===== src/dcafs_pkg.sv =====
// ----------------------------------------------------------------------------
// dcafs_pkg
// Shared types and constants of the dual-channel ADC filter and scaler.
// ----------------------------------------------------------------------------
package dcafs_pkg;

  // Fixed-point format of the filter state: unsigned Q10.FRAC_BITS.
  localparam int FRAC_BITS = 16;
  localparam int RAW_W     = 10;
  localparam int FILT_W    = RAW_W + FRAC_BITS;
  localparam int COEF_W    = 16;

  // Shared multiplier: FILT_W by MB_W bits, product MP_W bits.
  localparam int MB_W   = 25;
  localparam int MP_W   = FILT_W + MB_W;
  localparam int KEEP_W = FILT_W + COEF_W;
  localparam int NEWP_W = RAW_W + COEF_W;
  localparam int SUM_W  = KEEP_W + 1;

  // Temperature scaling: signed difference, then divide by 2^TC_SHIFT.
  localparam int V_W      = MP_W + 1;
  localparam int TC_SHIFT = FRAC_BITS + COEF_W;
  localparam int TEMP_W   = 20;
  localparam int MV_W     = 16;
  localparam int MVS_W    = MV_W + 2;

  localparam int THR_W  = 16;
  localparam int WARM_W = 8;
  localparam int CFG_AW = 4;
  localparam int CFG_DW = 32;

  // Register indexes of the configuration port.
  localparam logic [1:0] REG_OFFSET = 2'd0;
  localparam logic [1:0] REG_THR    = 2'd1;
  localparam logic [1:0] REG_WARMUP = 2'd2;

  // Filter coefficients, Q0.16 (each pair sums to one), and the scaling gains.
  localparam logic [MB_W-1:0] V_KEEP  = MB_W'(62259);
  localparam logic [MB_W-1:0] V_NEW   = MB_W'(3277);
  localparam logic [MB_W-1:0] T_KEEP  = MB_W'(65405);
  localparam logic [MB_W-1:0] T_NEW   = MB_W'(131);
  localparam logic [MB_W-1:0] MV_GAIN = MB_W'(122820);
  localparam logic [MB_W-1:0] TC_GAIN = MB_W'(31563636);

  localparam logic [SUM_W-1:0] ROUND_HALF = SUM_W'(32768);
  localparam logic [MVS_W-1:0] MV_BIAS    = MVS_W'(32300);
  localparam logic [MV_W-1:0]  MV_WARMUP  = MV_W'(12000);
  localparam logic [30:0]      TC_OFS     = 31'd1525141852;
  localparam logic [V_W-1:0]   TC_OFS_SH  = V_W'(TC_OFS) << FRAC_BITS;

  // Register reset values.
  localparam logic [RAW_W-1:0]  OFFSET_RST = RAW_W'(60);
  localparam logic [THR_W-1:0]  THR_RST    = THR_W'(10500);
  localparam logic [WARM_W-1:0] WARM_RST   = WARM_W'(32);

  // Multiplier operation codes.
  localparam logic [1:0] MOP_IDLE  = 2'd0;
  localparam logic [1:0] MOP_KEEP  = 2'd1;
  localparam logic [1:0] MOP_NEW   = 2'd2;
  localparam logic [1:0] MOP_SCALE = 2'd3;

  // Configuration seen by the datapath.
  typedef struct packed {
    logic [RAW_W-1:0]  adc_offset;
    logic [THR_W-1:0]  under_thr;
    logic [WARM_W-1:0] warmup_count;
    logic              warmup_load;
  } dcafs_cfg_t;

  // Commands from the controller to the datapath.
  typedef struct packed {
    logic       load_in;
    logic [1:0] mul_op;
    logic       save_keep;
    logic       filt;
    logic       scale;
    logic       commit;
  } dcafs_cmd_t;

  // Status from the datapath to the controller.
  typedef struct packed {
    logic out_free;
  } dcafs_sts_t;

endpackage


===== src/dcafs_cfg.sv =====
// ----------------------------------------------------------------------------
// dcafs_cfg
// APB-style register file: ADC offset, under-voltage threshold, warm-up count.
// ----------------------------------------------------------------------------
module dcafs_cfg
  import dcafs_pkg::*;
(
  input  logic              clk,
  input  logic              rst_n,
  input  logic              psel,
  input  logic              penable,
  input  logic              pwrite,
  input  logic [CFG_AW-1:0] paddr,
  input  logic [CFG_DW-1:0] pwdata,
  output logic [CFG_DW-1:0] prdata,
  output logic              pready,
  output dcafs_cfg_t        cfg
);

  logic [RAW_W-1:0]  offset_r;
  logic [THR_W-1:0]  thr_r;
  logic [WARM_W-1:0] warm_r;
  logic              wr_en;
  logic [1:0]        reg_idx;

  // The port never inserts wait states.
  assign pready  = 1'b1;
  assign wr_en   = psel & penable & pwrite;
  assign reg_idx = paddr[3:2];

  // Register writes in the access phase.
  always_ff @(posedge clk) begin
    if (!rst_n) begin
      offset_r <= OFFSET_RST;
      thr_r    <= THR_RST;
      warm_r   <= WARM_RST;
    end else if (wr_en) begin
      unique case (reg_idx)
        REG_OFFSET: offset_r <= pwdata[RAW_W-1:0];
        REG_THR:    thr_r    <= pwdata[THR_W-1:0];
        REG_WARMUP: warm_r   <= pwdata[WARM_W-1:0];
        default: ;
      endcase
    end
  end

  // Read-back mux.
  always_comb begin
    unique case (reg_idx)
      REG_OFFSET: prdata = CFG_DW'(offset_r);
      REG_THR:    prdata = CFG_DW'(thr_r);
      REG_WARMUP: prdata = CFG_DW'(warm_r);
      default:    prdata = '0;
    endcase
  end

  // A warm-up count write also restarts the warm-up in the datapath.
  assign cfg.adc_offset   = offset_r;
  assign cfg.under_thr    = thr_r;
  assign cfg.warmup_count = pwdata[WARM_W-1:0];
  assign cfg.warmup_load  = wr_en && (reg_idx == REG_WARMUP);

endmodule


===== src/dcafs_ctrl.sv =====
// ----------------------------------------------------------------------------
// dcafs_ctrl
// Sequencer that steps one sample through the shared multiplier.
// ----------------------------------------------------------------------------
module dcafs_ctrl
  import dcafs_pkg::*;
(
  input  logic       clk,
  input  logic       rst_n,
  input  logic       in_valid,
  output logic       in_stall,
  input  dcafs_sts_t sts,
  output dcafs_cmd_t cmd
);

  localparam logic [2:0] ST_IDLE = 3'd0;
  localparam logic [2:0] ST_MULK = 3'd1;
  localparam logic [2:0] ST_MULN = 3'd2;
  localparam logic [2:0] ST_FILT = 3'd3;
  localparam logic [2:0] ST_MULS = 3'd4;
  localparam logic [2:0] ST_SCL  = 3'd5;
  localparam logic [2:0] ST_OUT  = 3'd6;

  logic [2:0] state_r;
  logic [2:0] state_nxt;

  // Only the idle state takes a new beat.
  assign in_stall = (state_r != ST_IDLE);

  // Next state and commands.
  always_comb begin
    state_nxt     = state_r;
    cmd.load_in   = 1'b0;
    cmd.mul_op    = MOP_IDLE;
    cmd.save_keep = 1'b0;
    cmd.filt      = 1'b0;
    cmd.scale     = 1'b0;
    cmd.commit    = 1'b0;
    unique case (state_r)
      ST_IDLE: begin
        if (in_valid) begin
          cmd.load_in = 1'b1;
          state_nxt   = ST_MULK;
        end
      end
      ST_MULK: begin
        cmd.mul_op = MOP_KEEP;
        state_nxt  = ST_MULN;
      end
      ST_MULN: begin
        cmd.save_keep = 1'b1;
        cmd.mul_op    = MOP_NEW;
        state_nxt     = ST_FILT;
      end
      ST_FILT: begin
        cmd.filt  = 1'b1;
        state_nxt = ST_MULS;
      end
      ST_MULS: begin
        cmd.mul_op = MOP_SCALE;
        state_nxt  = ST_SCL;
      end
      ST_SCL: begin
        cmd.scale = 1'b1;
        state_nxt = ST_OUT;
      end
      ST_OUT: begin
        // Wait here until the output register can take the result.
        if (sts.out_free) begin
          cmd.commit = 1'b1;
          state_nxt  = ST_IDLE;
        end
      end
      default: begin
        state_nxt = ST_IDLE;
      end
    endcase
  end

  always_ff @(posedge clk) begin
    if (!rst_n) begin
      state_r <= ST_IDLE;
    end else begin
      state_r <= state_nxt;
    end
  end

  // A new sample is only taken when no other is in flight.
  a_load_idle: assert property (@(posedge clk) disable iff (!rst_n)
    cmd.load_in |=> (state_r == ST_MULK))
    else $error("sample loaded outside the idle state");

  // The multiplier is used exactly in the three multiply steps.
  a_mul_steps: assert property (@(posedge clk) disable iff (!rst_n)
    (cmd.mul_op != MOP_IDLE) |->
      (state_r == ST_MULK || state_r == ST_MULN || state_r == ST_MULS))
    else $error("multiplier started outside a multiply step");

endmodule


===== src/dcafs_dp.sv =====
// ----------------------------------------------------------------------------
// dcafs_dp
// Datapath: offset removal, low-pass filters, scaling and output register.
// ----------------------------------------------------------------------------
module dcafs_dp
  import dcafs_pkg::*;
(
  input  logic              clk,
  input  logic              rst_n,
  input  dcafs_cfg_t        cfg,
  input  dcafs_cmd_t        cmd,
  output dcafs_sts_t        sts,
  input  logic [RAW_W-1:0]  in_raw_sample,
  input  logic              out_stall,
  output logic              out_valid,
  output logic              out_measured_channel,
  output logic [MV_W-1:0]   out_voltage_mv,
  output logic              out_under_voltage,
  output logic [TEMP_W-1:0] out_temp_centi,
  output logic              out_next_channel
);

  // Persistent state.
  logic              chan_r;
  logic [FILT_W-1:0] volt_filt_r;
  logic [FILT_W-1:0] temp_filt_r;
  logic [WARM_W-1:0] warm_left_r;

  // Working registers of one sample.
  logic [RAW_W-1:0]  s_r;
  logic              warm_r;
  logic [MP_W-1:0]   prod_r;
  logic [KEEP_W-1:0] keep_r;
  logic [FILT_W-1:0] nf_r;
  logic [MVS_W-1:0]  mv_r;
  logic [V_W-1:0]    v_r;

  // Output register.
  logic              out_valid_r;
  logic              out_valid_nxt;
  logic              out_chan_r;
  logic [MV_W-1:0]   out_mv_r;
  logic              out_under_r;
  logic [TEMP_W-1:0] out_temp_r;

  logic [FILT_W-1:0] mul_a;
  logic [MB_W-1:0]   mul_b;
  logic [SUM_W-1:0]  filt_sum;
  logic [V_W-1:0]    v_adj;
  logic              under_now;
  logic [MV_W-1:0]   mv_sel;
  logic              out_take;

  assign out_take     = out_valid_r & ~out_stall;
  assign sts.out_free = ~out_valid_r | ~out_stall;

  // Operand selection of the shared multiplier.
  always_comb begin
    mul_a = '0;
    mul_b = '0;
    unique case (cmd.mul_op)
      MOP_KEEP: begin
        mul_a = chan_r ? temp_filt_r : volt_filt_r;
        mul_b = chan_r ? T_KEEP : V_KEEP;
      end
      MOP_NEW: begin
        mul_a = FILT_W'(s_r);
        mul_b = chan_r ? T_NEW : V_NEW;
      end
      MOP_SCALE: begin
        mul_a = chan_r ? nf_r : FILT_W'(nf_r[FRAC_BITS +: RAW_W]);
        mul_b = chan_r ? TC_GAIN : MV_GAIN;
      end
      default: ;
    endcase
  end

  // Filter update with rounding half up.
  assign filt_sum = {1'b0, keep_r} + {1'b0, prod_r[NEWP_W-1:0], {FRAC_BITS{1'b0}}}
                    + ROUND_HALF;

  // Sample path registers.
  always_ff @(posedge clk) begin
    if (cmd.load_in) begin
      s_r    <= (in_raw_sample > cfg.adc_offset) ? in_raw_sample - cfg.adc_offset : '0;
      warm_r <= (warm_left_r != '0);
    end
    if (cmd.mul_op != MOP_IDLE) begin
      prod_r <= MP_W'(mul_a) * MP_W'(mul_b);
    end
    if (cmd.save_keep) begin
      keep_r <= prod_r[KEEP_W-1:0];
    end
    if (cmd.filt) begin
      nf_r <= filt_sum[COEF_W +: FILT_W];
    end
    if (cmd.scale) begin
      mv_r <= {2'b00, prod_r[RAW_W +: MV_W]} - MV_BIAS;
      v_r  <= {1'b0, prod_r} - TC_OFS_SH;
    end
  end

  // Final scaling: signed compare, and division truncated toward zero.
  assign under_now = $signed(mv_r) < $signed({2'b00, cfg.under_thr});
  assign mv_sel    = warm_r ? MV_WARMUP : mv_r[MV_W-1:0];
  assign v_adj     = v_r + {{TEMP_W{1'b0}}, {TC_SHIFT{v_r[V_W-1]}}};

  // Filter state, warm-up counter and channel alternation.
  always_ff @(posedge clk) begin
    if (!rst_n) begin
      chan_r      <= 1'b0;
      volt_filt_r <= '0;
      temp_filt_r <= '0;
      warm_left_r <= WARM_RST;
    end else begin
      if (cfg.warmup_load) begin
        warm_left_r <= cfg.warmup_count;
      end
      if (cmd.commit) begin
        chan_r <= ~chan_r;
        if (!chan_r) begin
          volt_filt_r <= warm_r ? {s_r, {FRAC_BITS{1'b0}}} : nf_r;
          if (warm_r && !cfg.warmup_load) begin
            warm_left_r <= warm_left_r - WARM_W'(1);
          end
        end else begin
          temp_filt_r <= warm_r ? {s_r, {FRAC_BITS{1'b0}}} : nf_r;
        end
      end
    end
  end

  // Output register: filled on commit, emptied when the beat is taken.
  always_comb begin
    out_valid_nxt = out_valid_r;
    if (cmd.commit) begin
      out_valid_nxt = 1'b1;
    end else if (out_take) begin
      out_valid_nxt = 1'b0;
    end
  end

  always_ff @(posedge clk) begin
    if (!rst_n) begin
      out_valid_r <= 1'b0;
    end else begin
      out_valid_r <= out_valid_nxt;
    end
  end

  always_ff @(posedge clk) begin
    if (cmd.commit) begin
      out_chan_r  <= chan_r;
      out_mv_r    <= chan_r ? '0 : mv_sel;
      out_under_r <= chan_r ? 1'b0 : (under_now & ~warm_r);
      out_temp_r  <= chan_r ? v_adj[TC_SHIFT +: TEMP_W] : '0;
    end
  end

  assign out_valid            = out_valid_r;
  assign out_measured_channel = out_chan_r;
  assign out_voltage_mv       = out_mv_r;
  assign out_under_voltage    = out_under_r;
  assign out_temp_centi       = out_temp_r;
  assign out_next_channel     = ~out_chan_r;

  // A result is never written over one that is still held.
  a_no_overwrite: assert property (@(posedge clk) disable iff (!rst_n)
    cmd.commit |-> (!out_valid_r || !out_stall))
    else $error("result written over a stalled beat");

  // Every committed sample switches the channel.
  a_chan_toggle: assert property (@(posedge clk) disable iff (!rst_n)
    cmd.commit |=> (chan_r != $past(chan_r)))
    else $error("channel did not alternate");

  // A voltage sample in warm-up uses up one warm-up count.
  a_warm_dec: assert property (@(posedge clk) disable iff (!rst_n)
    (cmd.commit && !chan_r && warm_r && !cfg.warmup_load) |=>
      (warm_left_r == $past(warm_left_r) - WARM_W'(1)))
    else $error("warm-up count not decremented");

  // The output stays empty until a result is committed.
  a_empty_holds: assert property (@(posedge clk) disable iff (!rst_n)
    (!out_valid_r && !cmd.commit) |=> !out_valid_r)
    else $error("beat presented without a committed result");

endmodule


===== src/dual_channel_adc_filter_scaler_unit.sv =====
// ----------------------------------------------------------------------------
// dual_channel_adc_filter_scaler_unit
// Sequence: a sample beat is taken in idle, then steps through MULK, MULN,
// FILT, MULS, SCL and OUT; a new beat is taken only back in idle, as the
// three products go through the single shared multiplier. OUT waits while the output is stalled.
// Reset: synchronous, active low; filters cleared, voltage channel first,
// warm-up count reloaded, registers at their reset values.
// ----------------------------------------------------------------------------
module dual_channel_adc_filter_scaler_unit
  import dcafs_pkg::*;
(
  input  logic              clk,
  input  logic              rst_n,
  input  logic              psel,
  input  logic              penable,
  input  logic              pwrite,
  input  logic [CFG_AW-1:0] paddr,
  input  logic [CFG_DW-1:0] pwdata,
  output logic [CFG_DW-1:0] prdata,
  output logic              pready,
  input  logic              in_valid,
  output logic              in_stall,
  input  logic [RAW_W-1:0]  in_raw_sample,
  output logic              out_valid,
  input  logic              out_stall,
  output logic              out_measured_channel,
  output logic [MV_W-1:0]   out_voltage_mv,
  output logic              out_under_voltage,
  output logic [TEMP_W-1:0] out_temp_centi,
  output logic              out_next_channel
);

  dcafs_cfg_t cfg;
  dcafs_cmd_t cmd;
  dcafs_sts_t sts;

  // Register file.
  dcafs_cfg u_cfg (
    .clk     (clk),
    .rst_n   (rst_n),
    .psel    (psel),
    .penable (penable),
    .pwrite  (pwrite),
    .paddr   (paddr),
    .pwdata  (pwdata),
    .prdata  (prdata),
    .pready  (pready),
    .cfg     (cfg)
  );

  // Sequencer.
  dcafs_ctrl u_ctrl (
    .clk      (clk),
    .rst_n    (rst_n),
    .in_valid (in_valid),
    .in_stall (in_stall),
    .sts      (sts),
    .cmd      (cmd)
  );

  // Arithmetic and output register.
  dcafs_dp u_dp (
    .clk                  (clk),
    .rst_n                (rst_n),
    .cfg                  (cfg),
    .cmd                  (cmd),
    .sts                  (sts),
    .in_raw_sample        (in_raw_sample),
    .out_stall            (out_stall),
    .out_valid            (out_valid),
    .out_measured_channel (out_measured_channel),
    .out_voltage_mv       (out_voltage_mv),
    .out_under_voltage    (out_under_voltage),
    .out_temp_centi       (out_temp_centi),
    .out_next_channel     (out_next_channel)
  );

endmodule


===== config.mk =====
export PLATFORM = sky130hd
export DESIGN_NAME = dual_channel_adc_filter_scaler_unit
export DESIGN_NICKNAME = d
export VERILOG_FILES = /design/src/dcafs_pkg.sv /design/src/dcafs_cfg.sv /design/src/dcafs_ctrl.sv /design/src/dcafs_dp.sv /design/src/dual_channel_adc_filter_scaler_unit.sv
export SDC_FILE = /design/constraint.sdc
export NUM_CORES = 2
export LEC_CHECK = 0
export BUFFER_PORTS_ARGS = -buffer_cell sky130_fd_sc_hd__buf_4
export CELL_PAD_IN_SITES_DETAIL_PLACEMENT = 0
export CELL_PAD_IN_SITES_GLOBAL_PLACEMENT = 1
export CORE_MARGIN = 3
export CORE_UTILIZATION = 55
export CTS_CLUSTER_SIZE = 30
export DETAILED_ROUTE_END_ITERATION = 8
export PLACE_DENSITY_LB_ADDON = 0.08
export SYNTH_ARGS = -nofsm -noshare
export SYNTH_HDL_FRONTEND = slang
export SYNTH_SLANG_ARGS = --single-unit

===== constraint.sdc =====
create_clock -name clk -period 18.9 [get_ports clk]
set_clock_uncertainty 0.1 [all_clocks]
set_input_delay 0 -clock clk [delete_from_list [all_inputs] [get_ports clk]]
set_output_delay 0 -clock clk [all_outputs]
set_load 0.01 [all_outputs]

* Yosys cells after proc, flatten, opt, wreduce, memory -nomap -nowiden
Cells that the tools add are included.
** Storage, ports and cells
- Flip-flop bits (word level) :: 336
- Input port bits :: 53
- Output and inout port bits :: 74
- Logic and storage cells :: 97
** Operators by class
- $add $sub $neg :: 7
- Multipliers :: 1
- Order comparisons :: 2
- Eq/ne operators :: 13
- Multiplexer cells :: 27
- Bitwise gates (word level) :: 10
- Reductions and logical operators :: 16
** Operators with widths (count)
- 26-bit 2-to-1 mux :: 3
- 26-bit case mux with 3 select lines :: 1
- 25-bit case mux with 3 select lines :: 1
- 52-bit by 32-bit adder with 52-bit output :: 1
- 51-bit by 47-bit subtractor with 52-bit output (second input constant) :: 1
- 26-bit by 25-bit multiplier with 51-bit output :: 1
- 16-bit case mux with 3 select lines :: 1
- 42-bit by 16-bit adder with 42-bit output (second input constant) :: 1
- 42-bit adder :: 1
- 8-bit 2-to-1 mux :: 4
- 25-bit 2-to-1 mux :: 1
- 12-bit 2-to-1 mux :: 2
- 3-bit case mux with 7 select lines :: 1
- 17-bit less-than comparator :: 1
- 16-bit by 15-bit subtractor with 17-bit output (second input constant) :: 1
- 14-bit 2-to-1 mux :: 1
- 2-bit AND reduction :: 6
- 10-bit > comparator :: 1
- 10-bit subtractor :: 1
- 3-bit == test (second input constant) :: 3
- 1-bit 2-to-1 mux :: 9
- 8-bit nonzero test :: 1
- 8-bit by 1-bit subtractor with 8-bit output (second input constant) :: 1
- 2-bit == test (second input constant) :: 3
- other kinds (16) :: 29

* Logic depth before layout (Yosys ltp)
- Depth in word-level cells :: 8
- Gate-level depth with buffers :: 38
- Gate-level depth less buffers :: 33

* Hierarchy
Synthesis repeated with hierarchy kept, for this count alone.
** Second synthesis, totals
- Cell total of the unflattened synthesis :: 3319
- Area, all modules :: 33304.4 µm²
** Modules (own cells, without submodules)
- dcafs_dp :: instances 1, cells each 3085, area an instance 31283.8 µm²
- dcafs_cfg :: instances 1, cells each 206, area an instance 1798.0 µm²
- dcafs_ctrl :: instances 1, cells each 28, area an instance 222.7 µm²

* Worst setup path before layout
OpenSTA, ideal clock, no wires.
- Kind :: flip-flop to flip-flop
- Start point :: register u_ctrl.state_r[0]
- End point :: register u_dp.prod_r[49], data pin
- Data arrival time :: 8311 ps
- Required time :: 18538 ps
- Slack :: 10227 ps
- Cell stages (with the launch flop) :: 37
- Buffers on the path :: 6
- Clock period less this slack :: 8673 ps
- Cell sequence :: dfxtp_1 > clkbuf_1 > xor2_1 > and2_1 > buf_2 > inv_1 > buf_1 > ha_1 > nand2b_1 > clkbuf_1 > buf_1 > o21a_1 > nor2_1 > fa_1 > inv_1 > fa_1 > inv_1 > fa_1 > inv_1 > fa_1 > inv_1 > fa_1 > fa_1 > inv_1 > fa_1 > inv_1 > ha_1 > buf_2 > a21oi_1 > o22ai_1 > o21ai_0 > o22ai_1 > a211o_1 > o21ai_1 > o31a_1 > o21ai_1 > xor2_1
** On the way
- Longest elaborated chain between the ends :: 5
- Elaborated cells between the ends (all ways) :: 10
- Those cells by class :: mul: 1; eq/ne: 6; mux: 3
** Ends and longest elaborated chain
- start: declaration :: line dcafs_ctrl.sv:24 : logic [2:0] state_r;
- start signal: assignment :: line dcafs_ctrl.sv:84 : state_r <= state_nxt;
- 3-bit == test (tied with other cells) :: line dcafs_ctrl.sv:39 : unique case (state_r)
- 2-bit case mux with 3 select lines (*) :: line dcafs_ctrl.sv:39
- 2-bit == test / 2-bit by 1-bit == test with 1-bit output (equally long branches) :: line dcafs_dp.sv:61 : unique case (cmd.mul_op)
- 26-bit case mux with 3 select lines / 25-bit case mux with 3 select lines (equally long branches) :: line dcafs_dp.sv:61
- 26-bit by 25-bit multiplier with 51-bit output (*) :: line dcafs_dp.sv:89 : prod_r <= MP_W'(mul_a) * MP_W'(mul_b);
- end signal: assignment :: line dcafs_dp.sv:89
- end: declaration :: line dcafs_dp.sv:32 : logic [MP_W-1:0] prod_r;
Every way passes the cells marked *; elsewhere a longest branch is shown, timed or not.
A chain may end at the register's enable or synchronous reset.

* Final worst setup path
- Start point :: register u_ctrl.state_r[2]
- End point :: register u_dp.prod_r[49], data pin
Same word-level chain as after synthesis.

==> flow_summary.ini <==
[critical_path]
slowest_delay_ns = 0.81
reg2regPathDepth = 31
crit_arrival_ns = 11.58
cp_max_fo = 40
cp_data_required_time_ns = 19.07
critical_path_class = reg -> reg
endpoint_kind = register
crit_slowest_cell = ha_2
path_common_cell = fa_1
rrSetupSlack_ns = 7.49
cp-start-kind = register

[finish]
regArea_um2 = 8592
utilization_pct = 61.20
final_common_cell = inv_1
fillCellCount = 5132
fin_nets = 4317
multi_input_area_um2 = 21930
final_cell_mix = inv_1 (623), fa_1 (439), nand2_1 (341)
final_area_um2 = 36390
antenna_cells = 0
syn2layout_area_growth_pct = 9.211
layout-drive-gt1-share_pct = 7.469

[logic_synthesis]
seq_area_frac_synth_pct = 25.77
yosys.area.top_type = fa_1
async_reset_ff_share_pct = 0
ys_warn_count = 0
synth_area_um2 = 33320
synth_top_area_share_pct = 26.38
synth_area_leaders = fa_1 (26%), edfxtp_1 (20%), ha_1 (11%)
avgSynthCellArea_um2 = 9.732
synth_edf_count = 220
ys_ff_latch = 319
synth_flop_cell = edfxtp_1
ys_types = 83
synthCells = 3424

[placed_design]
hpwl_um = 74800
placed_area_um2 = 34880
port_buffers = 91
gp_congestion = 0.9379

[grt]
grt_max_degree = 83
grt_remaining_overflow = 0
grt_pass1_vias = 25470
grt_usage_pct = 29.84
antenna_found_initial = 3
grt_pass1_wl_um = 145200

[die]
die_w_um = 252.1
rows = 89
io_pins = 127
die_h_um = 252.1
coreArea_um2 = 59460
die_area_um2 = 63570
initial_core_util_pct = 56.03

[drt]
drtIter0Drc = 1850
ant_nets = 0
drt_first_pass_iters = 6
wl_um = 92940
wl_per_cell_um = 21.51
routed_via_density = 5.660
num_vias = 24460
drc = 0

[timing]
fin_crit_ns = 11.41
tightest_slew_ns = 1.251
max_freq_mhz = 87.66
rsz0062_at_grt = false
finalSetupViolCount = 0
drv_slew = 0
timing.final.crit_share_pct = 60.36
tns_ns = 0
maxSlewHeadroom_pct = 16.22
hold_viol_final = 0

[job]
maxCapViolCount = 0

[clock_network]
post-cts-setup-buffers = 0
cts_sinks = 319
cts_buffers = 35
cts_resized = 0
ctsHoldBuffers = 31
clkSlewWorstSetupHoldPaths_ns = 0.06
cts_max_path_buffers = 3
cts_tree = yes
cts-root-buf = clkbuf_16
h-tree-depth = 2
clkLatencyLatePin_ns = 0.53

[pwr]
ir_worst_vdd_uv = 57.07
powerDensity_nw_per_um2 = 50.18
total_leakage_power_nw = 17.33

[worst_hold_path]
hold_path_depth = 4
hold_path.class = in -> reg

[status]
status = completed
[state kept, by name, summed over array words and instances (netlist names)]
register / count
u_dp.keep_r: 27
u_cfg.offset_r: 10
u_dp.chan_r: 1
u_cfg.warm_r: 8
u_dp.mv_r: 15
u_dp.temp_filt_r: 26
u_dp.nf_r: 26
u_dp.out_valid: 1
u_dp.out_measured_channel: 1
u_dp.warm_r: 1
u_dp.s_r: 10
u_cfg.thr_r: 16
u_dp.volt_filt_r: 26
u_dp.out_temp_centi: 20
u_dp.out_voltage_mv: 16
u_ctrl.state_r: 3
u_dp.out_under_voltage: 1
u_dp.v_r: 52
u_dp.prod_r: 51
u_dp.warm_left_r: 8
[through the flow]
step	worst slack (ns)	total power, mW	hold WS, ns	cells
global placement	7.719	1.113	0.1268	4226
floorplan	10.23	1.014	0.03597	3439
finish	7.492	1.826	0.03123	4321
CTS	7.588	1.834	0.00007666	4321
global route	7.076	1.899	0.03605	4321
detailed placement	7.621	1.118	0.1331	4226
[synthesized netlist by cell type, types with 21 or more instances]
master	number
nand2_1	341
nand3_1	30
dfxtp_1	99
inv_1	625
nor2_1	262
mux2i_1	38
fa_1	439
edfxtp_1	220
xor2_1	54
nand2b_1	31
and2_1	80
a21o_1	48
ha_1	304
clkbuf_1	85
nor3_1	32
nor2b_1	48
a211oi_1	28
nand4_1	29
xnor2_1	89
o211ai_1	21
mux2_2	21
o21ai_0	72
a21oi_1	179
[layout make-up]
cell class	count	area share, %
inverter	626	6.457
clock buffer	41	2.586
tap	773	2.658
timing repair buffer	169	3.700
clock inverter	23	0.7117
multi-input combinational	2370	60.28
sequential	319	23.61
[logic make-up after synthesis]
| group | share of synthesized area (%) |
|---|---|
| xor+xnor | 3.759 |
| flops | 25.77 |
| other cells | 0.02254 |
| simple gates | 12.77 |
| buf+inv | 8.693 |
| fa+ha+maj | 37.88 |
| mux | 1.851 |
| compound gates | 9.249 |
[per-layer routing]
metal / track usage (%) / vias to the layer above / share of wire, %
li1: - / 11230 / -
met1: 39.39 / 12280 / 41
met2: 50.70 / 805 / 49
met3: 4.692 / 148 / 7.1
met4: 9.921 / 0 / 3.6
met5: 0 / - / 0
[where the power goes]
part / switching (mW) / internal (mW) / leakage (nW)
registers: 0.0388 / 0.793 / 2.88
clock network: 0.283 / 0.429 / 0.600
logic: 0.180 / 0.102 / 13.9
[critical path, delay by kind of cell, from the launching register on]
kind | cells | cell delay (ns)
adder cells (fa/ha/maj) | 9 | 4.80
AND/OR/NAND/NOR | 6 | 2.20
AO/OA/AOI/OAI | 8 | 2.15
buffers and inverters | 6 | 0.92
flip-flops | 1 | 0.63
XOR/XNOR | 2 | 0.32
[path summary, 6_finish.rpt]
kind,startpoint,to
worst max-delay path,u_ctrl.state_r[2]$_SDFFE_PN0P_,u_dp.prod_r[49]$_DFFE_PP_
worst min-delay path,in_raw_sample[5],u_dp.s_r[5]$_SDFFCE_PP0P_
worst max register to register,u_ctrl.state_r[2]$_SDFFE_PN0P_,u_dp.prod_r[49]$_DFFE_PP_
worst min register to register,u_dp.temp_filt_r[8]$_SDFFE_PN0P_,u_dp.temp_filt_r[8]$_SDFFE_PN0P_
Note: power is estimated with default switching activity, not from simulation.
